===== src/hdl/afe_pkg.sv =====
// ----------------------------------------------------------------------------
// afe_pkg
// Shared types and constants of the audio fade envelope: configuration
// register indexes, the configuration bundle and the controller commands.
// ----------------------------------------------------------------------------
package afe_pkg;

  // Register indexes on the configuration port
  localparam logic [2:0] REG_FADE_IN_FRAMES  = 3'd0;
  localparam logic [2:0] REG_FADE_OUT_FRAMES = 3'd1;
  localparam logic [2:0] REG_CHANNEL_COUNT   = 3'd2;
  localparam logic [2:0] REG_CLIP_FRAMES     = 3'd3;
  localparam logic [2:0] REG_SMOOTH_CURVE    = 3'd4;

  localparam int CFG_INDEX_BITS = 3;
  localparam int CFG_DATA_BITS  = 24;
  localparam int LEN_BITS       = 24;
  localparam int GAIN_BITS      = 16;

  // One quotient bit per divider step
  localparam int DIV_STEPS = GAIN_BITS;
  localparam int STEP_BITS = $clog2(DIV_STEPS);

  // Smoothstep constant 3.0 in Q.16 on 18 bits
  localparam logic [17:0] THREE_Q16 = 18'h30000;

  typedef struct packed {
    logic [LEN_BITS-1:0] fade_in_frames;
    logic [LEN_BITS-1:0] fade_out_frames;
    logic [3:0]          channel_count;
    logic [LEN_BITS-1:0] clip_frames;
    logic                smooth_curve;
  } afe_cfg_t;

  typedef enum logic [3:0] {
    OP_NONE,
    OP_LOAD,
    OP_DIV_INIT,
    OP_DIV_STEP,
    OP_MUL_SQ,
    OP_MUL_SH,
    OP_SHAPE,
    OP_MUL_APPLY,
    OP_WRITE,
    OP_EMIT
  } afe_op_t;

  typedef struct packed {
    afe_op_t op;
    logic    sel_out;
  } afe_cmd_t;

  typedef struct packed {
    logic in_act;
    logic out_act;
    logic smooth;
    logic out_free;
  } afe_status_t;

endpackage


===== src/hdl/afe_if.sv =====
// ----------------------------------------------------------------------------
// afe_if
// Stream channels of the audio fade envelope: input samples and results.
// ----------------------------------------------------------------------------
interface afe_in_if;
  logic               valid;
  logic               ready;
  logic signed [15:0] sample_in;

  modport source (output valid, output sample_in, input ready);
  modport sink   (input valid, input sample_in, output ready);
endinterface

interface afe_out_if;
  logic               valid;
  logic               ready;
  logic signed [15:0] sample_out;
  logic               clip_end;

  modport source (output valid, output sample_out, output clip_end, input ready);
  modport sink   (input valid, input sample_out, input clip_end, output ready);
endinterface


===== src/hdl/afe_ctrl.sv =====
// ----------------------------------------------------------------------------
// afe_ctrl
// Sequencer of the fade envelope: walks one request through the fade-in
// and fade-out ramps (divide, optional smoothstep, gain) and emits it.
// ----------------------------------------------------------------------------
module afe_ctrl (
  input  logic                clk,
  input  logic                rst,
  input  logic                in_valid,
  output logic                in_ready,
  input  afe_pkg::afe_status_t status,
  output afe_pkg::afe_cmd_t    cmd
);

  typedef enum logic [3:0] {
    S_IDLE,
    S_PICK,
    S_DIV,
    S_SQ,
    S_SH,
    S_SHAPE,
    S_APPLY,
    S_WRITE,
    S_EMIT
  } state_t;

  state_t                        state;
  logic                          phase_out;
  logic [afe_pkg::STEP_BITS-1:0] step_cnt;
  logic                          ramp_act;

  assign ramp_act = phase_out ? status.out_act : status.in_act;
  assign in_ready = (state == S_IDLE);

  // Decode the datapath command from the state
  always_comb begin
    cmd.op      = afe_pkg::OP_NONE;
    cmd.sel_out = phase_out;
    unique case (state)
      S_IDLE:  if (in_valid) cmd.op = afe_pkg::OP_LOAD;
      S_PICK:  if (ramp_act) cmd.op = afe_pkg::OP_DIV_INIT;
      S_DIV:   cmd.op = afe_pkg::OP_DIV_STEP;
      S_SQ:    cmd.op = afe_pkg::OP_MUL_SQ;
      S_SH:    cmd.op = afe_pkg::OP_MUL_SH;
      S_SHAPE: cmd.op = afe_pkg::OP_SHAPE;
      S_APPLY: cmd.op = afe_pkg::OP_MUL_APPLY;
      S_WRITE: cmd.op = afe_pkg::OP_WRITE;
      S_EMIT:  if (status.out_free) cmd.op = afe_pkg::OP_EMIT;
      default: cmd.op = afe_pkg::OP_NONE;
    endcase
  end

  // Advance the sequence
  always_ff @(posedge clk) begin
    if (rst) begin
      state     <= S_IDLE;
      phase_out <= 1'b0;
      step_cnt  <= '0;
    end else begin
      unique case (state)
        S_IDLE: begin
          if (in_valid) begin
            phase_out <= 1'b0;
            state     <= S_PICK;
          end
        end
        S_PICK: begin
          if (ramp_act) begin
            step_cnt <= '0;
            state    <= S_DIV;
          end else if (!phase_out) begin
            phase_out <= 1'b1;
          end else begin
            state <= S_EMIT;
          end
        end
        S_DIV: begin
          step_cnt <= step_cnt + 1'b1;
          if (step_cnt == afe_pkg::STEP_BITS'(afe_pkg::DIV_STEPS - 1)) begin
            state <= status.smooth ? S_SQ : S_APPLY;
          end
        end
        S_SQ:    state <= S_SH;
        S_SH:    state <= S_SHAPE;
        S_SHAPE: state <= S_APPLY;
        S_APPLY: state <= S_WRITE;
        S_WRITE: begin
          if (!phase_out) begin
            phase_out <= 1'b1;
            state     <= S_PICK;
          end else begin
            state <= S_EMIT;
          end
        end
        S_EMIT: begin
          if (status.out_free) state <= S_IDLE;
        end
        default: state <= S_IDLE;
      endcase
    end
  end

endmodule


===== src/hdl/afe_datapath.sv =====
// ----------------------------------------------------------------------------
// afe_datapath
// Frame and channel counters, serial gain divider, shared multiplier and
// the output register of the fade envelope.
// ----------------------------------------------------------------------------
module afe_datapath #(
  parameter int FRAME_BITS   = 24,
  parameter int MAX_CHANNELS = 8
) (
  input  logic                 clk,
  input  logic                 rst,
  input  afe_pkg::afe_cfg_t    cfg,
  input  afe_pkg::afe_cmd_t    cmd,
  output afe_pkg::afe_status_t status,
  input  logic signed [15:0]   sample_in,
  output logic                 out_valid,
  input  logic                 out_ready,
  output logic signed [15:0]   sample_out,
  output logic                 clip_end
);

  localparam int CW      = ((FRAME_BITS > afe_pkg::LEN_BITS) ? FRAME_BITS
                                                             : afe_pkg::LEN_BITS) + 1;
  localparam int CH_BITS = (MAX_CHANNELS > 1) ? $clog2(MAX_CHANNELS) : 1;
  localparam int LB      = afe_pkg::LEN_BITS;
  localparam int GB      = afe_pkg::GAIN_BITS;

  // Counters and sample
  logic [FRAME_BITS-1:0] frame_pos;
  logic [CH_BITS-1:0]    chan_pos;
  logic signed [15:0]    x;
  logic                  in_act;
  logic                  out_act;

  // Divider and multiplier
  logic [LB-1:0] rem;
  logic [LB-1:0] len;
  logic [GB-1:0] quo;
  logic [34:0]   prod;

  // Widened views for compares
  logic [CW-1:0] f_w;
  logic [CW-1:0] clip_w;
  logic [CW-1:0] fin_w;
  logic [CW-1:0] fout_w;
  logic [CW-1:0] num_out_w;
  logic [4:0]    chans;
  logic          last_chan;
  logic          last_frame;
  logic [LB:0]   rem_dbl;
  logic [LB:0]   rem_sub;
  logic [16:0]   mul_a;
  logic [17:0]   mul_b;
  logic [16:0]   mag;
  logic [15:0]   gain_prod;

  assign f_w    = CW'(frame_pos);
  assign clip_w = (cfg.clip_frames == '0) ? CW'(1) : CW'(cfg.clip_frames);
  assign fin_w  = CW'(cfg.fade_in_frames);
  assign fout_w = CW'(cfg.fade_out_frames);

  // Fade-out numerator: frames left after this one, zero past clip end
  assign num_out_w = (f_w < clip_w) ? (clip_w - CW'(1) - f_w) : '0;

  // Effective channel count clamped to 1..MAX_CHANNELS
  always_comb begin
    if (cfg.channel_count == 4'd0) begin
      chans = 5'd1;
    end else if (5'(cfg.channel_count) > 5'(MAX_CHANNELS)) begin
      chans = 5'(MAX_CHANNELS);
    end else begin
      chans = 5'(cfg.channel_count);
    end
  end

  assign last_chan  = (5'(chan_pos) + 5'd1) >= chans;
  assign last_frame = (f_w + CW'(1)) >= clip_w;

  // Restoring divider step
  assign rem_dbl = {rem, 1'b0};
  assign rem_sub = rem_dbl - {1'b0, len};

  // Magnitude of the sample
  assign mag = x[15] ? (17'd0 - 17'(x)) : 17'(x);

  // Select multiplier operands
  always_comb begin
    unique case (cmd.op)
      afe_pkg::OP_MUL_SQ: begin
        mul_a = {1'b0, quo};
        mul_b = {2'b00, quo};
      end
      afe_pkg::OP_MUL_SH: begin
        mul_a = {1'b0, prod[31:16]};
        mul_b = afe_pkg::THREE_Q16 - {1'b0, quo, 1'b0};
      end
      default: begin
        mul_a = mag;
        mul_b = {2'b00, quo};
      end
    endcase
  end

  assign gain_prod = prod[31:16];

  assign status.in_act   = in_act;
  assign status.out_act  = out_act;
  assign status.smooth   = cfg.smooth_curve;
  assign status.out_free = !out_valid || out_ready;

  // Control state: counters, ramp flags, output valid
  always_ff @(posedge clk) begin
    if (rst) begin
      frame_pos <= '0;
      chan_pos  <= '0;
      in_act    <= 1'b0;
      out_act   <= 1'b0;
      out_valid <= 1'b0;
    end else begin
      // Raise valid on emit, drop it once the result is taken
      if (cmd.op == afe_pkg::OP_EMIT) begin
        out_valid <= 1'b1;
      end else if (out_ready) begin
        out_valid <= 1'b0;
      end
      unique case (cmd.op)
        afe_pkg::OP_LOAD: begin
          in_act  <= (fin_w != '0) && (fin_w <= clip_w) && (f_w < fin_w);
          out_act <= (fout_w != '0) && (fout_w <= clip_w) &&
                     ((f_w + fout_w) >= clip_w);
        end
        afe_pkg::OP_EMIT: begin
          if (last_chan) begin
            chan_pos  <= '0;
            frame_pos <= last_frame ? '0 : (frame_pos + 1'b1);
          end else begin
            chan_pos <= chan_pos + 1'b1;
          end
        end
        default: ;
      endcase
    end
  end

  // Payload: sample, divider, product, result
  always_ff @(posedge clk) begin
    unique case (cmd.op)
      afe_pkg::OP_LOAD: x <= sample_in;
      afe_pkg::OP_DIV_INIT: begin
        quo <= '0;
        if (cmd.sel_out) begin
          rem <= LB'(num_out_w);
          len <= cfg.fade_out_frames;
        end else begin
          rem <= LB'(f_w);
          len <= cfg.fade_in_frames;
        end
      end
      afe_pkg::OP_DIV_STEP: begin
        if (rem_dbl >= {1'b0, len}) begin
          rem <= rem_sub[LB-1:0];
          quo <= {quo[GB-2:0], 1'b1};
        end else begin
          rem <= rem_dbl[LB-1:0];
          quo <= {quo[GB-2:0], 1'b0};
        end
      end
      afe_pkg::OP_MUL_SQ,
      afe_pkg::OP_MUL_SH,
      afe_pkg::OP_MUL_APPLY: prod <= 35'(mul_a * mul_b);
      afe_pkg::OP_SHAPE: quo <= (prod[34:32] != 3'd0) ? '1 : prod[31:16];
      afe_pkg::OP_WRITE: x <= x[15] ? (16'sd0 - $signed(gain_prod)) : $signed(gain_prod);
      afe_pkg::OP_EMIT: begin
        sample_out <= x;
        clip_end   <= last_chan && last_frame;
      end
      default: ;
    endcase
  end

endmodule


===== src/hdl/audio_fade_envelope_top.sv =====
// ----------------------------------------------------------------------------
// audio_fade_envelope_top
// Fade-in / fade-out envelope over one interleaved clip of 16-bit samples.
// ----------------------------------------------------------------------------
// Each request carries one interleaved sample; the block keeps the frame and
// channel position, scales samples of the first fade_in_frames frames by
// f/fade_in_frames and of the last fade_out_frames frames by the falling
// ramp, optionally shaped by smoothstep, and returns one result per request
// with clip_end marking the last sample of the clip. Each active ramp runs
// the 16-step serial gain divider, then the shared multiplier once for the
// gain, or three times with smooth_curve set (square, shape term, gain).
// No new request is taken while one is in work; the input is taken again
// while a finished result waits in the output register.
// Write configuration only while the block is idle.
// ----------------------------------------------------------------------------
module audio_fade_envelope_top #(
  parameter int FRAME_BITS   = 24,
  parameter int MAX_CHANNELS = 8
) (
  input  logic                                   clk,
  input  logic                                   rst,
  afe_in_if.sink                                 in_stream,
  afe_out_if.source                              out_stream,
  input  logic                                   cfg_we,
  input  logic [afe_pkg::CFG_INDEX_BITS-1:0]     cfg_index,
  input  logic [afe_pkg::CFG_DATA_BITS-1:0]      cfg_data
);

  afe_pkg::afe_cfg_t    cfg;
  afe_pkg::afe_cmd_t    cmd;
  afe_pkg::afe_status_t status;
  logic                 in_ready;

  // Hold the configuration registers
  always_ff @(posedge clk) begin
    if (rst) begin
      cfg.fade_in_frames  <= '0;
      cfg.fade_out_frames <= '0;
      cfg.channel_count   <= 4'd1;
      cfg.clip_frames     <= 24'd1;
      cfg.smooth_curve    <= 1'b0;
    end else if (cfg_we) begin
      unique case (cfg_index)
        afe_pkg::REG_FADE_IN_FRAMES:  cfg.fade_in_frames  <= cfg_data;
        afe_pkg::REG_FADE_OUT_FRAMES: cfg.fade_out_frames <= cfg_data;
        afe_pkg::REG_CHANNEL_COUNT:   cfg.channel_count   <= cfg_data[3:0];
        afe_pkg::REG_CLIP_FRAMES:     cfg.clip_frames     <= cfg_data;
        afe_pkg::REG_SMOOTH_CURVE:    cfg.smooth_curve    <= cfg_data[0];
        default: ;
      endcase
    end
  end

  assign in_stream.ready = in_ready;

  afe_ctrl u_ctrl (
    .clk      (clk),
    .rst      (rst),
    .in_valid (in_stream.valid),
    .in_ready (in_ready),
    .status   (status),
    .cmd      (cmd)
  );

  afe_datapath #(
    .FRAME_BITS   (FRAME_BITS),
    .MAX_CHANNELS (MAX_CHANNELS)
  ) u_datapath (
    .clk        (clk),
    .rst        (rst),
    .cfg        (cfg),
    .cmd        (cmd),
    .status     (status),
    .sample_in  (in_stream.sample_in),
    .out_valid  (out_stream.valid),
    .out_ready  (out_stream.ready),
    .sample_out (out_stream.sample_out),
    .clip_end   (out_stream.clip_end)
  );

endmodule

===== src/flat_wrapper.sv =====
// flat-port wrapper written by rule: the top's interface ports become plain ports
module audio_fade_envelope_top_flat 
#(
  parameter int FRAME_BITS   = 24,
  parameter int MAX_CHANNELS = 8
)
  (clk, rst, cfg_we, cfg_index, cfg_data, in_stream_valid, in_stream_sample_in, in_stream_ready, out_stream_valid, out_stream_sample_out, out_stream_clip_end, out_stream_ready);
  afe_in_if in_stream_i ();
  afe_out_if out_stream_i ();
  input  logic clk;
  input  logic rst;
  input  logic cfg_we;
  input  logic [afe_pkg::CFG_INDEX_BITS-1:0] cfg_index;
  input  logic [afe_pkg::CFG_DATA_BITS-1:0] cfg_data;
  input wire logic [$bits(in_stream_i.valid)-1:0] in_stream_valid;
  input wire logic [$bits(in_stream_i.sample_in)-1:0] in_stream_sample_in;
  output wire logic [$bits(in_stream_i.ready)-1:0] in_stream_ready;
  output wire logic [$bits(out_stream_i.valid)-1:0] out_stream_valid;
  output wire logic [$bits(out_stream_i.sample_out)-1:0] out_stream_sample_out;
  output wire logic [$bits(out_stream_i.clip_end)-1:0] out_stream_clip_end;
  input wire logic [$bits(out_stream_i.ready)-1:0] out_stream_ready;
  assign in_stream_i.valid = in_stream_valid;
  assign in_stream_i.sample_in = in_stream_sample_in;
  assign in_stream_ready = in_stream_i.ready;
  assign out_stream_valid = out_stream_i.valid;
  assign out_stream_sample_out = out_stream_i.sample_out;
  assign out_stream_clip_end = out_stream_i.clip_end;
  assign out_stream_i.ready = out_stream_ready;
  audio_fade_envelope_top #(.FRAME_BITS(FRAME_BITS), .MAX_CHANNELS(MAX_CHANNELS)) u_core (.clk(clk), .rst(rst), .in_stream(in_stream_i), .out_stream(out_stream_i), .cfg_we(cfg_we), .cfg_index(cfg_index), .cfg_data(cfg_data));
endmodule

===== config.mk =====
export PLATFORM = sky130hd
export DESIGN_NAME = audio_fade_envelope_top_flat
export DESIGN_NICKNAME = d
export VERILOG_FILES = /design/src/hdl/afe_pkg.sv /design/src/hdl/afe_if.sv /design/src/hdl/afe_ctrl.sv /design/src/hdl/afe_datapath.sv /design/src/hdl/audio_fade_envelope_top.sv /design/src/flat_wrapper.sv
export SDC_FILE = /design/constraint.sdc
export NUM_CORES = 2
export LEC_CHECK = 0
export ABC_AREA = 1
export BUFFER_PORTS_ARGS = -buffer_cell sky130_fd_sc_hd__buf_4
export CAP_MARGIN = 10
export CORE_MARGIN = 2
export CORE_UTILIZATION = 46
export DETAILED_ROUTE_END_ITERATION = 8
export HOLD_SLACK_MARGIN = 0.05
export PLACE_DENSITY_LB_ADDON = 0.05
export SLEW_MARGIN = 40
export SYNTH_ARGS = -nofsm -noshare
export SYNTH_HDL_FRONTEND = slang
export SYNTH_HIERARCHICAL = 1
export SYNTH_SLANG_ARGS = --single-unit

===== constraint.sdc =====
create_clock -name clk -period 21.9 [get_ports clk]
set_clock_uncertainty 0.05 [all_clocks]
set_input_delay 3.285 -clock clk [delete_from_list [all_inputs] [get_ports clk]]
set_output_delay 3.285 -clock clk [all_outputs]
set_load 0.01 [all_outputs]

==> flow_summary.yaml <==
sta:
  maxSlewHeadroom_pct: 40.99
  rsz0062_at_grt: "no"
  min_period_over_period_pct: 51.74
  min_period_ns: 11.33
  worstMarginPinSlew_ns: 0.8759
  hold_viol: 0
  clock.fmax_ghz: 0.08825
  tns_ns: 0
  finalSetupViolCount: 0
  drv_slew: 0
finish:
  syn2layout_area_growth_pct: 7.581
  fin_nets: 4813
  drive_above_1_share_pct: 5.595
  mostFrequentLayoutCell: "nand2_1"
  most-common-layout-cells: "nand2_1 (940), inv_1 (700), nor2_1 (483), ha_1 (331), nand3_1 (244)"
floorplan:
  ioPinCount: 67
  die_x_um: 259.3
  core-area_mm2: 0.06446
  dieArea_mm2: 0.06725
  initial_core_util_pct: 46.52
  die_h_um: 259.3
  rows: 93
logic_synthesis:
  ys_warn_count: 6
  synth.distinct_cells: 62
  synth_area_mm2: 0.02999
  ys_ff_latch: 232
  synth-edff-count: 116
  synth_cells: 4180
  synth.avg_cell_area_um2: 7.174
  synthArstFlopShare_pct: 0
  synth_ff_type: "edfxtp_1"
  ys_seq_area_share_pct: 19.36
setup_path:
  crit_required_ns: 22.19
  critPathMaxFanout: 28
  start_kind: "input port"
  reg2reg_setup_slack_ns: 12.51
  r2r-end: "u_core/u_datapath/prod[34]$_DFFE_PP_"
  crit_path_end_kind: "flop"
  rr_worst_depth: 30
  critical-path-max-stage-delay_ns: 0.64
  crit_path_top_delay_cell: "o21ai_2"
  r2r-start: "u_core/u_ctrl/phase_out$_SDFFE_PP0P_"
  crit_arrival_ns: 11.62
  crit_type: "in2reg"
clock_tree:
  htreeDepth: 1
  cts_tree: "done"
  cts.sinks: 232
  cts-root-buf: "clkbuf_16"
  clk_path_buf_depth: 3
  cts_buffers: 30
  clk_latency_ns: 0.60
  cts_resized: 0
  cts_hold_buf: 0
  clkSlewWorstSetupHoldPaths_ns: 0.06
  postCtsSetupBuffers: 0
routing:
  wl_per_cell_um: 19.52
  vias: 27470
  first_pass_iters: 6
  finalWirelength_um: 99050
  drc_errors: 0
  ant_nets: 0
  vias_per_cell: 5.413
  drtIter0Drc: 2436
global_route:
  grt_pass1_wl_um: 153200
  grt_pass1_vias: 26360
  grt_overflow: 0
  track_usage_pct: 29.49
  grt_max_degree: 78
  antenna_found_initial: 3
worst_hold_path:
  hold_start: "u_core/u_datapath/in_act$_SDFFE_PP0N_"
  min_to: "u_core/u_datapath/in_act$_SDFFE_PP0N_"
  hold_path.class: "reg2reg"
  whs_path_depth: 2
placement:
  portBuffers: 66
  dpl.hpwl_um: 80520
  place_congestion: 0.9322
outcome:
  status: "complete, no violations"
run:
  drv_cap: 0
==> flip-flops by register name, indices dropped and copies added (netlist names), 16 cells and up <==
name and flops:
u_core/u_datapath/frame_pos 24, u_core/u_datapath/sample_out 16, u_core/u_datapath/quo 16, u_core/u_datapath/rem 24
u_core/cfg 77, u_core/u_datapath/prod 19, u_core/u_datapath/x 16, u_core/u_datapath/len 24
==> cells in the mapped netlist (all sizes together) (2+ instances only) <==
cell type | instances | area [um2]
or3 | 2 | 17.52
or2 | 10 | 62.56
o22ai | 4 | 25.02
a21oi | 196 | 999.7
clkbuf | 56 | 210.2
xor2 | 62 | 543.0
a21o | 16 | 120.1
xnor2 | 31 | 271.5
nor3 | 47 | 277.8
nor2 | 510 | 2002
clkinv | 5 | 18.77
nor4 | 25 | 156.4
nor3b | 3 | 22.52
nand2 | 956 | 3623
a211oi | 6 | 45.04
o221ai | 5 | 62.56
buf | 65 | 405.4
o211ai | 7 | 52.55
ha | 331 | 4141
o21a | 14 | 105.1
nand3b | 11 | 82.58
edfxtp | 116 | 3483
o31ai | 2 | 15.01
and2 | 4 | 25.03
inv | 721 | 2706
nand4 | 84 | 525.5
nand3 | 247 | 1251
fa | 240 | 4805
o2111ai | 4 | 35.03
dfxtp | 116 | 2322
a22oi | 7 | 52.55
o21bai | 14 | 105.1
a31oi | 17 | 118.9
conb | 2 | 7.510
o21ai | 235 | 1217
a21boi | 3 | 22.52
==> area by class of cell <==
cell class | instances | area (um2)
fill | 6726 | 32200
multi-input combinational | 3117 | 20950
sequential | 232 | 5807
inverter | 726 | 2725
tap | 855 | 1070
clock buffer | 41 | 867.1
timing repair buffer | 87 | 673.1
clock inverter | 15 | 167.7
antenna | 1 | 2.502
==> worst max-delay path by stage <==
| stage | slack (ns) | depth (start not counted) | start | end |
|---|---|---|---|---|
| global placement | 10.11 | 28 | out_stream_ready | u_core/u_datapath/prod[22]$_DFFE_PP_ |
| floorplan | 12.33 | 32 | out_stream_ready | u_core/u_datapath/prod[29]$_DFFE_PP_ |
| CTS | 10.71 | 29 | out_stream_ready | u_core/u_datapath/prod[34]$_DFFE_PP_ |
| detailed placement | 10.15 | 29 | out_stream_ready | u_core/u_datapath/prod[34]$_DFFE_PP_ |
| finish | 10.57 | 29 | out_stream_ready | u_core/u_datapath/prod[34]$_DFFE_PP_ |
| global route | 10.15 | 30 | out_stream_ready | u_core/u_datapath/prod[34]$_DFFE_PP_ |
==> routing by layer <==
layer  GRT usage, %  vias up  part of all wire [%]
met2          42.71      912                    41
met1          46.97    13060                    50
li1               -    13390                     -
met4          5.284        0                   1.7
met5              0        -                     0
met3          3.349      103                   7.2
==> worst max-delay path: cells and delay by family <==
| kind | cells | cell delay [ns] |
|---|---|---|
| adder cells (fa/ha/maj) | 7 | 3.56 |
| AO/OA/AOI/OAI | 5 | 1.71 |
| AND/OR/NAND/NOR | 10 | 1.58 |
| buffers and inverters | 7 | 1.48 |
==> logic make-up (layout without fill, tap and decap cells) <==
group                      count (synthesis)  after routing  synth area share [%]
AOI/OAI and AO/OA                        534            534                 10.04
xor gates and xnor gates                  93             93                 2.716
adders and majority gates                571            571                 29.83
buffers and inverters                    847            869                 11.14
DFF                                      232            232                 19.36
other                                      2             19               0.02504
and+or+nand+nor                         1901           1901                 26.88
==> metrics by stage <==
stage	hold slack (ns)	instances	util [%]	setup slack, ns	cell area (um2)
floorplan	0.3764	4196	-	12.33	30050
global placement	0.4077	5016	48.34	10.11	31160
detailed placement	0.4010	5017	48.44	10.15	31220
CTS	0.4245	5073	50.04	10.71	32260
global route	0.4542	5073	50.04	10.15	32260
finish	0.4275	5074	50.04	10.57	32260
Power is left out: the tool's default activity adds up to more than one toggle a clock period on the data nets, which glitch-free logic cannot reach.
